### src/hdl/fth_pkg.sv
// Shared types, constants and helpers for the FCP-to-file-header converter.
package fth_pkg;

    localparam int MAX_LEN_DEF = 1024;
    localparam int HDR_LEN     = 32;
    localparam int QUEUE_DEPTH = 2;
    localparam int QPTR_W      = $clog2(QUEUE_DEPTH);
    localparam int QCNT_W      = $clog2(QUEUE_DEPTH + 1);
    localparam int CNT_W       = 11;

    localparam logic [CNT_W-1:0] CNT_SAT = {CNT_W{1'b1}};

    localparam logic [7:0] TAG_FCP   = 8'h62;
    localparam logic [7:0] TAG_FSIZE = 8'h81;
    localparam logic [7:0] TAG_ASIZE = 8'h80;
    localparam logic [7:0] TAG_TYPE  = 8'h82;
    localparam logic [7:0] TAG_ID    = 8'h83;
    localparam logic [7:0] TAG_SEC   = 8'h86;

    localparam logic [7:0] LEN_SHORT = 8'd2;
    localparam logic [7:0] LEN_SEC   = 8'd40;

    localparam logic [4:0] SEC_HEAD_BASE = 5'd17;
    localparam logic [4:0] SEC_TAIL_BASE = 5'd25;

    localparam logic [2:0] SLOT_FSIZE = 3'd0;
    localparam logic [2:0] SLOT_ASIZE = 3'd1;
    localparam logic [2:0] SLOT_TYPE  = 3'd2;
    localparam logic [2:0] SLOT_ID    = 3'd3;
    localparam logic [2:0] SLOT_SEC   = 3'd4;
    localparam logic [2:0] SLOT_NONE  = 3'd5;

    typedef enum logic [1:0] {
        PH_TAG,
        PH_LEN,
        PH_VAL
    } phase_t;

    typedef enum logic [2:0] {
        ST_OK        = 3'd0,
        ST_SHORT     = 3'd1,
        ST_BAD_OUTER = 3'd2,
        ST_NO_TYPE   = 3'd3,
        ST_NO_ID     = 3'd4,
        ST_OVERLONG  = 3'd5
    } status_t;

    // One finished run: its status and the masked header image.
    typedef struct packed {
        status_t                    status;
        logic [HDR_LEN-1:0][7:0]    hdr;
    } job_t;

    function automatic logic [2:0] slot_of(input logic [7:0] tag);
        logic [2:0] s;
        unique case (tag)
            TAG_FSIZE: s = SLOT_FSIZE;
            TAG_ASIZE: s = SLOT_ASIZE;
            TAG_TYPE:  s = SLOT_TYPE;
            TAG_ID:    s = SLOT_ID;
            TAG_SEC:   s = SLOT_SEC;
            default:   s = SLOT_NONE;
        endcase
        return s;
    endfunction

endpackage

### src/hdl/fth_front.sv
// Front end: walks the FCP TLVs byte by byte and builds the header image.
module fth_front #(
    parameter int MAX_LEN = fth_pkg::MAX_LEN_DEF
) (
    input  logic            clk,
    input  logic            rst_n,
    input  logic            accept,
    input  logic [7:0]      data_byte,
    input  logic            last_byte,
    output logic            push,
    output fth_pkg::job_t   job
);
    import fth_pkg::*;

    logic [CNT_W-1:0] count_reg, count_next;
    logic [7:0]       otag_reg, otag_next;
    logic [7:0]       olen_reg, olen_next;
    phase_t           phase_reg, phase_next;
    logic [7:0]       ctag_reg, ctag_next;
    logic [7:0]       rem_reg, rem_next;
    logic [7:0]       off_reg, off_next;
    logic [4:0]       seen_reg, seen_next;
    logic [4:0]       valid_reg, valid_next;
    logic [2:0]       cap_reg, cap_next;
    logic             ovf_reg, ovf_next;

    logic [HDR_LEN-1:0][7:0] store_reg;
    logic [HDR_LEN-1:0][7:0] hdr_cur;

    logic             wr_en;
    logic [4:0]       wr_addr;
    logic [2:0]       k;
    logic [7:0]       want;
    logic [7:0]       rem_dec;
    logic [7:0]       off_m8;
    logic [CNT_W-1:0] cnt_inc;
    status_t          status;

    assign k       = slot_of(ctag_reg);
    assign want    = (k == SLOT_SEC) ? LEN_SEC : LEN_SHORT;
    assign rem_dec = rem_reg - 8'd1;
    assign off_m8  = off_reg - 8'd8;
    assign cnt_inc = (count_reg == CNT_SAT) ? count_reg : count_reg + 1'b1;

    // header position for the value byte at the current offset
    always_comb
    begin
        wr_en   = 1'b0;
        wr_addr = '0;
        if (phase_reg == PH_VAL && count_reg >= CNT_W'(2))
        begin
            case (cap_reg)
                SLOT_FSIZE: begin wr_en = 1'b1; wr_addr = off_reg[0] ? 5'd0 : 5'd1; end
                SLOT_ASIZE: begin wr_en = 1'b1; wr_addr = off_reg[0] ? 5'd2 : 5'd3; end
                SLOT_TYPE:  begin wr_en = 1'b1; wr_addr = off_reg[0] ? 5'd5 : 5'd4; end
                SLOT_ID:    begin wr_en = 1'b1; wr_addr = off_reg[0] ? 5'd6 : 5'd7; end
                SLOT_SEC:
                begin
                    if (off_reg < 8'd8)
                    begin
                        wr_en   = 1'b1;
                        wr_addr = SEC_HEAD_BASE + off_reg[4:0];
                    end
                    else if (off_reg <= 8'd32 && off_reg[1:0] == 2'b00)
                    begin
                        wr_en   = 1'b1;
                        wr_addr = SEC_TAIL_BASE + {2'b00, off_m8[4:2]};
                    end
                end
                default: ;
            endcase
        end
    end

    always_comb
    begin
        count_next = count_reg;
        otag_next  = otag_reg;
        olen_next  = olen_reg;
        phase_next = phase_reg;
        ctag_next  = ctag_reg;
        rem_next   = rem_reg;
        off_next   = off_reg;
        seen_next  = seen_reg;
        valid_next = valid_reg;
        cap_next   = cap_reg;
        ovf_next   = ovf_reg;

        if (count_reg == '0)
            otag_next = data_byte;
        else if (count_reg == CNT_W'(1))
            olen_next = data_byte;
        else
        begin
            unique case (phase_reg)
                PH_TAG:
                begin
                    ctag_next  = data_byte;
                    phase_next = PH_LEN;
                end
                PH_LEN:
                begin
                    rem_next = data_byte;
                    off_next = '0;
                    cap_next = SLOT_NONE;
                    if (k != SLOT_NONE && !seen_reg[k])
                    begin
                        seen_next = seen_reg | (5'b1 << k);
                        if (data_byte == want)
                            cap_next = k;
                    end
                    phase_next = (data_byte == 8'd0) ? PH_TAG : PH_VAL;
                end
                PH_VAL:
                begin
                    off_next = off_reg + 8'd1;
                    rem_next = rem_dec;
                    if (rem_dec == 8'd0)
                    begin
                        if (cap_reg != SLOT_NONE)
                            valid_next = valid_reg | (5'b1 << cap_reg);
                        cap_next   = SLOT_NONE;
                        phase_next = PH_TAG;
                    end
                end
                default: phase_next = PH_TAG;
            endcase
        end

        count_next = cnt_inc;
        if (cnt_inc > CNT_W'(MAX_LEN))
            ovf_next = 1'b1;
    end

    // final status, judged on the state after this byte
    always_comb
    begin
        if (ovf_next)
            status = ST_OVERLONG;
        else if (count_next < CNT_W'(HDR_LEN))
            status = ST_SHORT;
        else if (otag_next != TAG_FCP || ({3'b000, olen_next} + CNT_W'(2)) > count_next)
            status = ST_BAD_OUTER;
        else if (!valid_next[SLOT_TYPE])
            status = ST_NO_TYPE;
        else if (!valid_next[SLOT_ID])
            status = ST_NO_ID;
        else
            status = ST_OK;
    end

    always_comb
    begin
        hdr_cur = store_reg;
        if (wr_en)
            hdr_cur[wr_addr] = data_byte;
    end

    // absent tags read as zero, so the store never needs clearing
    always_comb
    begin
        job.status = status;
        for (int i = 0; i < HDR_LEN; i++)
        begin
            if (i < 2)
                job.hdr[i] = valid_next[SLOT_FSIZE] ? hdr_cur[i] : 8'd0;
            else if (i < 4)
                job.hdr[i] = valid_next[SLOT_ASIZE] ? hdr_cur[i] : 8'd0;
            else if (i < 6)
                job.hdr[i] = valid_next[SLOT_TYPE] ? hdr_cur[i] : 8'd0;
            else if (i < 8)
                job.hdr[i] = valid_next[SLOT_ID] ? hdr_cur[i] : 8'd0;
            else if (i < 17)
                job.hdr[i] = 8'd0;
            else
                job.hdr[i] = valid_next[SLOT_SEC] ? hdr_cur[i] : 8'd0;
        end
    end

    assign push = accept && last_byte;

    always_ff @(posedge clk or negedge rst_n)
    begin
        if (!rst_n)
        begin
            count_reg <= '0;
            otag_reg  <= '0;
            olen_reg  <= '0;
            phase_reg <= PH_TAG;
            ctag_reg  <= '0;
            rem_reg   <= '0;
            off_reg   <= '0;
            seen_reg  <= '0;
            valid_reg <= '0;
            cap_reg   <= SLOT_NONE;
            ovf_reg   <= 1'b0;
        end
        else if (accept)
        begin
            if (last_byte)
            begin
                count_reg <= '0;
                otag_reg  <= '0;
                olen_reg  <= '0;
                phase_reg <= PH_TAG;
                ctag_reg  <= '0;
                rem_reg   <= '0;
                off_reg   <= '0;
                seen_reg  <= '0;
                valid_reg <= '0;
                cap_reg   <= SLOT_NONE;
                ovf_reg   <= 1'b0;
            end
            else
            begin
                count_reg <= count_next;
                otag_reg  <= otag_next;
                olen_reg  <= olen_next;
                phase_reg <= phase_next;
                ctag_reg  <= ctag_next;
                rem_reg   <= rem_next;
                off_reg   <= off_next;
                seen_reg  <= seen_next;
                valid_reg <= valid_next;
                cap_reg   <= cap_next;
                ovf_reg   <= ovf_next;
            end
        end
    end

    always_ff @(posedge clk)
    begin
        if (accept && wr_en)
            store_reg[wr_addr] <= data_byte;
    end

endmodule

### src/hdl/fth_queue.sv
// Short job queue between the parser and the header emitter.
module fth_queue (
    input  logic            clk,
    input  logic            rst_n,
    input  logic            push,
    input  fth_pkg::job_t   push_job,
    input  logic            pop,
    output fth_pkg::job_t   head,
    output logic            empty,
    output logic            full
);
    import fth_pkg::*;

    job_t              q_reg [QUEUE_DEPTH];
    logic [QPTR_W-1:0] wr_ptr_reg, wr_ptr_next;
    logic [QPTR_W-1:0] rd_ptr_reg, rd_ptr_next;
    logic [QCNT_W-1:0] cnt_reg, cnt_next;

    assign empty = (cnt_reg == '0);
    assign full  = (cnt_reg == QCNT_W'(QUEUE_DEPTH));
    assign head  = q_reg[rd_ptr_reg];

    // depth is a power of two, so pointers wrap on their own
    always_comb
    begin
        wr_ptr_next = wr_ptr_reg;
        rd_ptr_next = rd_ptr_reg;
        cnt_next    = cnt_reg;
        if (push)
            wr_ptr_next = wr_ptr_reg + 1'b1;
        if (pop)
            rd_ptr_next = rd_ptr_reg + 1'b1;
        if (push && !pop)
            cnt_next = cnt_reg + 1'b1;
        else if (pop && !push)
            cnt_next = cnt_reg - 1'b1;
    end

    always_ff @(posedge clk or negedge rst_n)
    begin
        if (!rst_n)
        begin
            wr_ptr_reg <= '0;
            rd_ptr_reg <= '0;
            cnt_reg    <= '0;
        end
        else
        begin
            wr_ptr_reg <= wr_ptr_next;
            rd_ptr_reg <= rd_ptr_next;
            cnt_reg    <= cnt_next;
        end
    end

    always_ff @(posedge clk)
    begin
        if (push)
            q_reg[wr_ptr_reg] <= push_job;
    end

endmodule

### src/hdl/fth_back.sv
// Back end: plays out one queued job as an error result or 32 header bytes.
module fth_back (
    input  logic            clk,
    input  logic            rst_n,
    input  fth_pkg::job_t   head,
    input  logic            empty,
    output logic            pop,
    output logic [7:0]      out_byte,
    output logic [4:0]      out_index,
    output logic [2:0]      status,
    output logic            last_out,
    output logic            result_valid,
    input  logic            result_stall
);
    import fth_pkg::*;

    logic       valid_reg, valid_next;
    logic [7:0] byte_reg, byte_next;
    logic [4:0] index_reg, index_next;
    logic [2:0] status_reg, status_next;
    logic       last_reg, last_next;
    logic [4:0] emit_reg, emit_next;
    logic       load;
    logic       is_err;

    assign load   = !valid_reg || !result_stall;
    assign is_err = (head.status != ST_OK);
    assign pop    = load && !empty && (is_err || emit_reg == 5'(HDR_LEN - 1));

    always_comb
    begin
        valid_next  = valid_reg;
        byte_next   = byte_reg;
        index_next  = index_reg;
        status_next = status_reg;
        last_next   = last_reg;
        emit_next   = emit_reg;
        if (load)
        begin
            valid_next = !empty;
            if (!empty)
            begin
                if (is_err)
                begin
                    byte_next   = 8'd0;
                    index_next  = 5'd0;
                    status_next = head.status;
                    last_next   = 1'b1;
                    emit_next   = 5'd0;
                end
                else
                begin
                    byte_next   = head.hdr[emit_reg];
                    index_next  = emit_reg;
                    status_next = ST_OK;
                    last_next   = (emit_reg == 5'(HDR_LEN - 1));
                    emit_next   = emit_reg + 5'd1;
                end
            end
        end
    end

    always_ff @(posedge clk or negedge rst_n)
    begin
        if (!rst_n)
        begin
            valid_reg <= 1'b0;
            emit_reg  <= '0;
        end
        else
        begin
            valid_reg <= valid_next;
            emit_reg  <= emit_next;
        end
    end

    always_ff @(posedge clk)
    begin
        byte_reg   <= byte_next;
        index_reg  <= index_next;
        status_reg <= status_next;
        last_reg   <= last_next;
    end

    assign result_valid = valid_reg;
    assign out_byte     = byte_reg;
    assign out_index    = index_reg;
    assign status       = status_reg;
    assign last_out     = last_reg;

endmodule

### src/hdl/fcp_tlv_to_file_header.sv
// Top level of the FCP-to-file-header converter.
//
// Input channel: one FCP buffer byte per transaction (data_byte), last_byte
// marking the final byte of the buffer. Up to one byte is taken per cycle.
// Output channel: per buffer either one error transaction (status nonzero,
// out_byte and out_index zero, last_out set) or 32 transactions carrying
// header bytes 0..31 in order, status zero, last_out on index 31.
// With the emitter idle, a finished job is written into the job queue at
// the edge that takes the final byte, and from there into the output register.
// Throughput: one byte per cycle in while data_stall is low; one result per
// cycle out while result_stall is low. A finished buffer sits in a two-entry
// job queue while the emitter plays out the previous one, so parsing of the
// next buffer goes on meanwhile. data_stall rises only when both queue
// entries hold unfinished jobs.
// Reset clears the parser, the queue and the output valid flag; no result is
// pending after reset. While result_stall is high a valid result holds steady
// and the parser keeps taking bytes until the queue fills.
module fcp_tlv_to_file_header #(
    parameter int MAX_LEN = fth_pkg::MAX_LEN_DEF
) (
    input  logic       clk,
    input  logic       rst_n,
    input  logic [7:0] data_byte,
    input  logic       last_byte,
    input  logic       data_valid,
    output logic       data_stall,
    output logic [7:0] out_byte,
    output logic [4:0] out_index,
    output logic [2:0] status,
    output logic       last_out,
    output logic       result_valid,
    input  logic       result_stall
);
    import fth_pkg::*;

    logic accept;
    logic push;
    logic pop;
    logic empty;
    logic full;
    job_t push_job;
    job_t head;

    assign data_stall = full;
    assign accept     = data_valid && !full;

    fth_front #(
        .MAX_LEN (MAX_LEN)
    ) u_front (
        .clk       (clk),
        .rst_n     (rst_n),
        .accept    (accept),
        .data_byte (data_byte),
        .last_byte (last_byte),
        .push      (push),
        .job       (push_job)
    );

    fth_queue u_queue (
        .clk      (clk),
        .rst_n    (rst_n),
        .push     (push),
        .push_job (push_job),
        .pop      (pop),
        .head     (head),
        .empty    (empty),
        .full     (full)
    );

    fth_back u_back (
        .clk          (clk),
        .rst_n        (rst_n),
        .head         (head),
        .empty        (empty),
        .pop          (pop),
        .out_byte     (out_byte),
        .out_index    (out_index),
        .status       (status),
        .last_out     (last_out),
        .result_valid (result_valid),
        .result_stall (result_stall)
    );

endmodule
### config.mk
export PLATFORM = sky130hd
export DESIGN_NAME = fcp_tlv_to_file_header
export DESIGN_NICKNAME = d
export VERILOG_FILES = /design/src/hdl/fth_pkg.sv /design/src/hdl/fth_front.sv /design/src/hdl/fth_queue.sv /design/src/hdl/fth_back.sv /design/src/hdl/fcp_tlv_to_file_header.sv
export SDC_FILE = /design/constraint.sdc
export NUM_CORES = 1
export LEC_CHECK = 0
export BUFFER_PORTS_ARGS = -buffer_cell sky130_fd_sc_hd__clkbuf_2
export CAP_MARGIN = 20
export CORE_MARGIN = 2
export CORE_UTILIZATION = 40
export DETAILED_ROUTE_END_ITERATION = 16
export GPL_ROUTABILITY_DRIVEN = 1
export PLACE_DENSITY_LB_ADDON = 0.3
export SYNTH_ARGS = -nofsm -noshare
export SYNTH_HDL_FRONTEND = slang
export SYNTH_SLANG_ARGS = --single-unit
### constraint.sdc
create_clock -name clk -period 22.5 [get_ports clk]
set_input_delay 2.25 -clock clk [delete_from_list [all_inputs] [get_ports clk]]
set_output_delay 2.25 -clock clk [all_outputs]
set_load 0.01 [all_outputs]
==> impl_metrics.yaml, run 1 <==
worst_setup_path:
  crit_chain: "clkbuf_2, buf_4, nand3_1, mux2i_1, nand3_1, xor2_1, mux2i_1, ha_1, o21ai_0, a21oi_1, o21ai_0, a211oi_1, nor2_1, a211o_1"
  crit_path_end_kind: "flip-flop"
  worst_path_max_delay_cell: "a211oi_1"
  r2r_start: "u_front.count_reg[2]"
  cp.required_ps: 22840
  crit_buf_inv: 2
  critPathLaunchType: "primary input"
  crit_arrival_ps: 5190
  worstSetupPathType: "primary input to flip-flop"
  slowest_delay_ps: 460
  cpLargestDelayFamily: "compound AO/OA/AOI/OAI gates"
  path_max_fanout: 39
  crit_path_start: "data_byte[3]"
place:
  port_buffers: 31
  globalplace.congestion: 0.788
  placed_cells: 3128
  dp_hpwl_microns: 43200
  place_ws_ps: 17070
cells_and_area:
  fillers: 6992
  largest_register_ffs: 374
  fin_cells: 3254
  antenna_cells: 0
  fin_nets: 2200
  drive_above_1_share_pct: 21.9
  syn_to_final_growth_pct: 10.5
  final_common_cell: "edfxtp_1"
  final_cell_mix: "edfxtp_1, nand2_1, mux2i_1"
floorplan:
  num_rows: 102
  die_area_sq_um: 80900
  die_x_microns: 284
  core_sq_um: 77600
  start_util_pct: 40.5
  die_y_microns: 284
  ios: 32
yosys:
  synth_area_per_cell_sq_um: 14.4
  synth_xor_xnor_area_share_pct: 0.613
  yosys_warnings: 0
  syn_nets: 2218
  synth_top_family_by_area: "multiplexers"
  synth_cell_type_count: 88
  synth_seq_cells: 652
  ys_top_cells_by_area: "edfxtp_1, mux2i_1, mux4_2"
  synth_compound_area_share_pct: 4.75
  synth_area_leader_cell: "edfxtp_1"
  synthArstFlopShare_pct: 11.8
  synthAdderAreaFrac_pct: 1.07
  yosysSeqAreaShare_pct: 61.0
  netlist_instances: 2178
  synth_top_area_share_pct: 54.9
  synthSimpleGateAreaFrac_pct: 9.05
  synth_edf_count: 575
  syn-cell-area_sq_um: 31500
  synth_ff_type: "edfxtp_1"
  synth.area.mux_share_pct: 20.7
power:
  powerDensity_nw_per_um2: 93.7
  peakVddDrop_mv: 0.0597
  leakage_nw: 12.8
  power_mw: 3.26
routing:
  wl_per_cell_microns: 22.5
  detail_route.first_pass.iterations: 5
  route.met2.wl_microns: 35100
  dr_wl_met3_microns: 4190
  wirelength_microns: 73200
  num_vias: 18200
  drc_errors: 0
  vias_per_cell: 5.61
  highest_layer: "met4"
  drt-initial-drc-count: 1421
  drt-met1-wl_microns: 32400
  ant_nets: 0
global_route:
  grt_max_degree: 185
  grt_pass1_wl_microns: 112000
  antenna_found_initial: 0
  grt_pass1_vias: 18400
  grt_usage_pct: 18.1
  globalRoute.totalOverflow: 0
clocking:
  cts-resized-gates: 0
  clk_latency_ps: 610
  cts.sinks: 652
  postCtsHoldBufs: 0
  post_cts_buffers: 0
  clkTransAtPathRegs_ps: 60
  cts_tree: "yes"
  cts_inserted_buffers: 69
  cts_max_level: 3
  clockBufferDepth: 3
  root_buffer: "clkbuf_16"
sta:
  setup_viol: 0
  relSlewSlack_pct: 23.8
  post-route-min-period_ps: 4850
  finalClockSkew_ps: 22.7
  finalCritPeriodShare_pct: 21.6
  fin_tns_setup_ps: 0
  fin_ws_ps: 17650
  fmax_mhz: 206
  tightest_slew_ps: 1140
  hold_viol_final: 0
  rsz0062_at_grt: "false"
  drv_slew: 0
outcome:
  status: "finished, final reports clean"
run:
  max_cap_violations: 0
hold_path:
  min_from: "u_front.ctag_reg[7]"
  hold_path_class: "flip-flop to flip-flop"
-- per-layer routing --
layer,track usage [%],vias to the layer above
li1,-,8299
met2,29.8,504
met3,2.94,99
met1,24.9,9342
met4,5.21,0
met5,0,-
-- layout make-up --
| cell class | count | area [sq um] | area share, % |
|---|---|---|---|
| Timing Repair Buffer | 67 | 480 | 1.38 |
| Clock inverter | 36 | 373 | 1.07 |
| Tap cell | 1040 | 1300 | 3.74 |
| Inverter | 26 | 97.6 | 0.281 |
| Sequential cell | 652 | 19200 | 55.3 |
| Multi-Input combinational cell | 1344 | 11400 | 32.8 |
| Clock buffer | 89 | 1890 | 5.43 |
-- Yosys cell counts, drive strengths merged, types with 6 or more instances --
master  number
a41oi        6
a22oi       19
nor2b       12
xnor2       12
clkbuf      84
nand4       23
inv         25
xor2        10
o31ai        8
buf         72
nor2        69
nand3       38
mux2i      226
o22ai        6
and2         9
a31oi        7
nor3        23
nor4        10
edfxtp     575
mux2       190
o221ai       8
dfrtp       75
and3         7
ha          27
or3         10
mux4        92
o21ai       67
nor3b        6
a21oi       46
a211oi       6
nand2      330
nand2b      12
-- path summary, 6_finish.rpt --
| kind | slack (ps) | cells past startpoint | endpoint |
|---|---|---|---|
| min in group asynchronous | 1600 | 1 | u_back.result_valid |
| worst max-delay path | 17650 | 14 | u_queue.q_reg[1][184] |
| worst min register to register | 480 | 2 | u_front.ctag_reg[7] |
| worst max register to register | 18240 | 16 | u_queue.q_reg[1][184] |
| max in group asynchronous | 20280 | 2 | u_front.valid_reg[0] |
| worst min-delay path | 480 | 2 | u_front.ctag_reg[7] |
-- kinds of logic after synthesis --
logic type | count (synthesis)
flip-flops | 652
adder cells (fa/ha/maj) | 27
XOR/XNOR | 22
AND/OR/NAND/NOR | 569
buffers and inverters | 182
AO/OA/AOI/OAI | 218
multiplexers | 508
-- where the power goes --
group,total (mW),internal (mW),switching [mW]
combinational,0.582,0.250,0.332
clock,1.14,0.674,0.467
sequential,1.54,1.45,0.0899
-- stage by stage --
stage	utilization, %	hold slack [ps]	instance area, sq um
after detailed placement	41.8	462	32500
after CTS	44.8	478	34700
final	44.8	478	34800
after floorplan	-	430	31500
after global routing	44.8	491	34800
after global placement	41.8	450	32400
-- worst reg2reg max path, delay by kind of cell, from the launching register on --
kind,cells,cell delay (ps)
AOI/OAI and AO/OA,4,990
xor gates and xnor gates,1,150
adders and majority gates,2,530
buffers and inverters,2,330
DFF,1,520
muxes,2,360
and+or+nand+nor,5,1130
Power figures use the tool's default switching activity.
==> run 2: changes to the inputs <==
Settings changed: ABC_AREA from default to 1.
Clock period 22.5 ns to 4.38 ns, I/O delays scaled along.
==> run 2 against run 1 <==
Net effect:
- worst hold slack worse by 410 ps
- total power rose to 5.7 times the previous value
- global-route usage up 2.1 points
- wire length up 7.4%
- clock skew up 4.6 ps
- area after synthesis down 4.7%
- largest power group unchanged
- synthesized cell count up 37%
- worst setup slack worse by 17000 ps
- critical path depth up 11
==> impl_metrics.yaml, run 2 <==
sta:
  fmax_mhz: 280
  hold_slack_ps: 67.1
  tightest_slew_ps: 857
  setup_viol: 0
  finalClockSkew_ps: 27.4
  finalCritPeriodShare_pct: 81.4
  relSlewSlack_pct: 42.9
  rsz0062_at_grt: "false"
  drv_slew: 0
  hold_viol_final: 0
  post-route-min-period_ps: 3570
yosys:
  syn-cell-area_sq_um: 30000
  synth_area_per_cell_sq_um: 10.0
  synthSimpleGateAreaFrac_pct: 15.6
  ys_top_cells_by_area: "edfxtp_1, nand2_1, dfrtp_1"
  synth_area_leader_cell: "edfxtp_1"
  synth_xor_xnor_area_share_pct: 0.526
  yosysMostFrequentCell: "edfxtp_1"
  synth_top_area_share_pct: 57.6
  synth_ff_type: "edfxtp_1"
  synthAdderAreaFrac_pct: 1.13
  synth_edf_count: 575
  syn_nets: 3027
  synth_cell_type_count: 45
  synth_seq_cells: 652
  yosys_warnings: 0
  synthArstFlopShare_pct: 11.8
  yosysSeqAreaShare_pct: 64.1
  netlist_instances: 2987
  synth_top_family_by_area: "simple AND/OR/NAND/NOR gates"
  synthTopCellsByCount: "edfxtp_1, nand2_1, nor2_1"
  synth_compound_area_share_pct: 10.7
  synth.area.mux_share_pct: 0.672
worst_setup_path:
  r2r-end: "u_queue.q_reg[0][184]"
  cpLargestDelayFamily: "simple AND/OR/NAND/NOR gates"
  slowest_delay_ps: 430
  crit_buf_inv: 2
  crit_path_end_kind: "flip-flop"
  r2r_setup_slack_ps: 810
  critPathLaunchType: "flip-flop"
  r2r_start: "u_front.count_reg[1]"
  worstSetupPathType: "flip-flop to flip-flop"
  cp.required_ps: 4710
  worst_path_max_delay_cell: "dfrtp_1"
  path_max_fanout: 9
  worst_r2r_path_depth: 25
  crit_arrival_ps: 3900
  path_common_cell: "nand2_1"
  critical_path_depth: 25
clocking:
  cts-resized-gates: 0
  cts.sinks: 652
  cts_max_level: 3
  post_cts_buffers: 0
  clockBufferDepth: 3
  cts_tree: "yes"
  clk_latency_ps: 610
  clkTransAtPathRegs_ps: 60
  root_buffer: "clkbuf_16"
  cts_inserted_buffers: 71
floorplan:
  core_sq_um: 74300
  ios: 32
  die_y_microns: 278
  die_area_sq_um: 77100
  die_x_microns: 278
  num_rows: 100
  start_util_pct: 40.3
place:
  port_buffers: 31
  globalplace.congestion: 0.831
  dp_hpwl_microns: 46900
global_route:
  grt_pass1_wl_microns: 120000
  grt_usage_pct: 20.3
  antenna_found_initial: 0
  grt_pass1_vias: 19900
  globalRoute.totalOverflow: 0
  grt_max_degree: 165
routing:
  num_vias: 20900
  detail_route.first_pass.iterations: 6
  vias_per_cell: 5.19
  drt-initial-drc-count: 1798
  ant_nets: 0
  wl_per_cell_microns: 19.5
  wirelength_microns: 78600
  drc_errors: 0
cells_and_area:
  drive_above_1_share_pct: 8.58
  fin_nets: 3051
  largest_register_ffs: 374
  syn_to_final_growth_pct: 12.2
  final_cell_mix: "edfxtp_1, nand2_1, nor2_1"
  final_util_pct: 45.2
  final_common_cell: "edfxtp_1"
hold_path:
  whs_endpoint: "u_back.result_valid"
  hold_depth: 3
  hold_path_class: "primary input to flip-flop"
  min_from: "result_stall"
power:
  peakVddDrop_mv: 0.480
  powerDensity_nw_per_um2: 550
  leakage_nw: 13.3
  power_mw: 18.5
outcome:
  status: "finished, final reports clean"
run:
  max_cap_violations: 0
==> run 2: changes by cell type after synthesis, moves of 19 or more <==
cell,before,now
o22ai_1,6,71
o21ai_1,1,163
inv_1,25,394
o21ai_0,66,230
nand3_1,25,92
nand2_1,327,511
mux4_2,92,0
nor2_1,69,444
mux2_2,163,1
mux2i_1,226,19
mux2_1,19,0
==> run 2: cells by family (layout without fill, tap and decap cells) <==
group / after synthesis / after routing
buffers and inverters: 553 / 631
other: 0 / 1
AND/OR/NAND/NOR: 1134 / 1134
adder cells (fa/ha/maj): 27 / 27
flip-flops: 652 / 652
XOR/XNOR: 18 / 18
AO/OA/AOI/OAI: 583 / 583
multiplexers: 20 / 20
==> run 2: how the worst max path moves through the flow <==
stage,start,to
after floorplan,last_byte,u_queue.q_reg[0][0]
after global placement,u_front.count_reg[1],u_queue.q_reg[0][184]
after detailed placement,u_front.count_reg[1],u_queue.q_reg[0][184]
after CTS,u_front.count_reg[1],u_queue.q_reg[0][184]
after global routing,u_front.count_reg[1],u_queue.q_reg[1][184]
final,u_front.count_reg[1],u_queue.q_reg[0][184]
==> run 2: metrics by stage <==
step	cell area (sq um)	setup WS [ps]	cells	setup TNS, ps
6_report	33600	813	4035	0
3_5_place_dp	31400	828	3906	0
2_1_floorplan	30000	-2010	2987	-801980
3_3_place_gp	31400	878	3906	0
5_1_grt	33600	443	4034	0
4_1_cts	33600	817	4034	0
==> run 2: worst register-to-register path: cells and delay by family, from the launching register on <==
kind                     cells  cell delay, ps
AND/OR/NAND/NOR             18            1570
adder cells (fa/ha/maj)      3             690
flip-flops                   1             430
buffers and inverters        2             290
XOR/XNOR                     1             170
AO/OA/AOI/OAI                1             150
==> run 2: timing repair <==
action | in CTS | in global routing
hold endpoints to repair | 52 | 0
hold buffers | 1 | 0
setup endpoints to repair | 0 | 0
==> run 2: layout make-up <==
class / count / area, sq um
fill: 7035 / 40700
sequential: 652 / 19200
multi-input combinational: 1782 / 8630
timing repair buffer: 89 / 771
clock buffer: 90 / 1880
inverter: 415 / 1560
tap: 969 / 1210
antenna: 1 / 2.50
clock inverter: 37 / 345
==> run 2: metal layers <==
metal  global-route usage (%)  wire (microns)  vias to the layer above
met5                        0               0                        -
met4                     6.03            1970                        0
met3                     3.14            4450                      110
met2                     33.4           37300                      582
met1                     27.8           34900                    10100
li1                         -               -                    10100
==> run 2: where the power goes <==
| group | internal, mW | leakage [nW] | total [mW] | switching [mW] |
|---|---|---|---|---|
| Sequential | 7.46 | 6.31 | 7.79 | 0.324 |
| Clock | 3.39 | 1.09 | 5.82 | 2.43 |
| Combinational | 1.44 | 5.94 | 4.88 | 3.45 |
| Total | 12.3 | 13.3 | 18.5 | 6.20 |
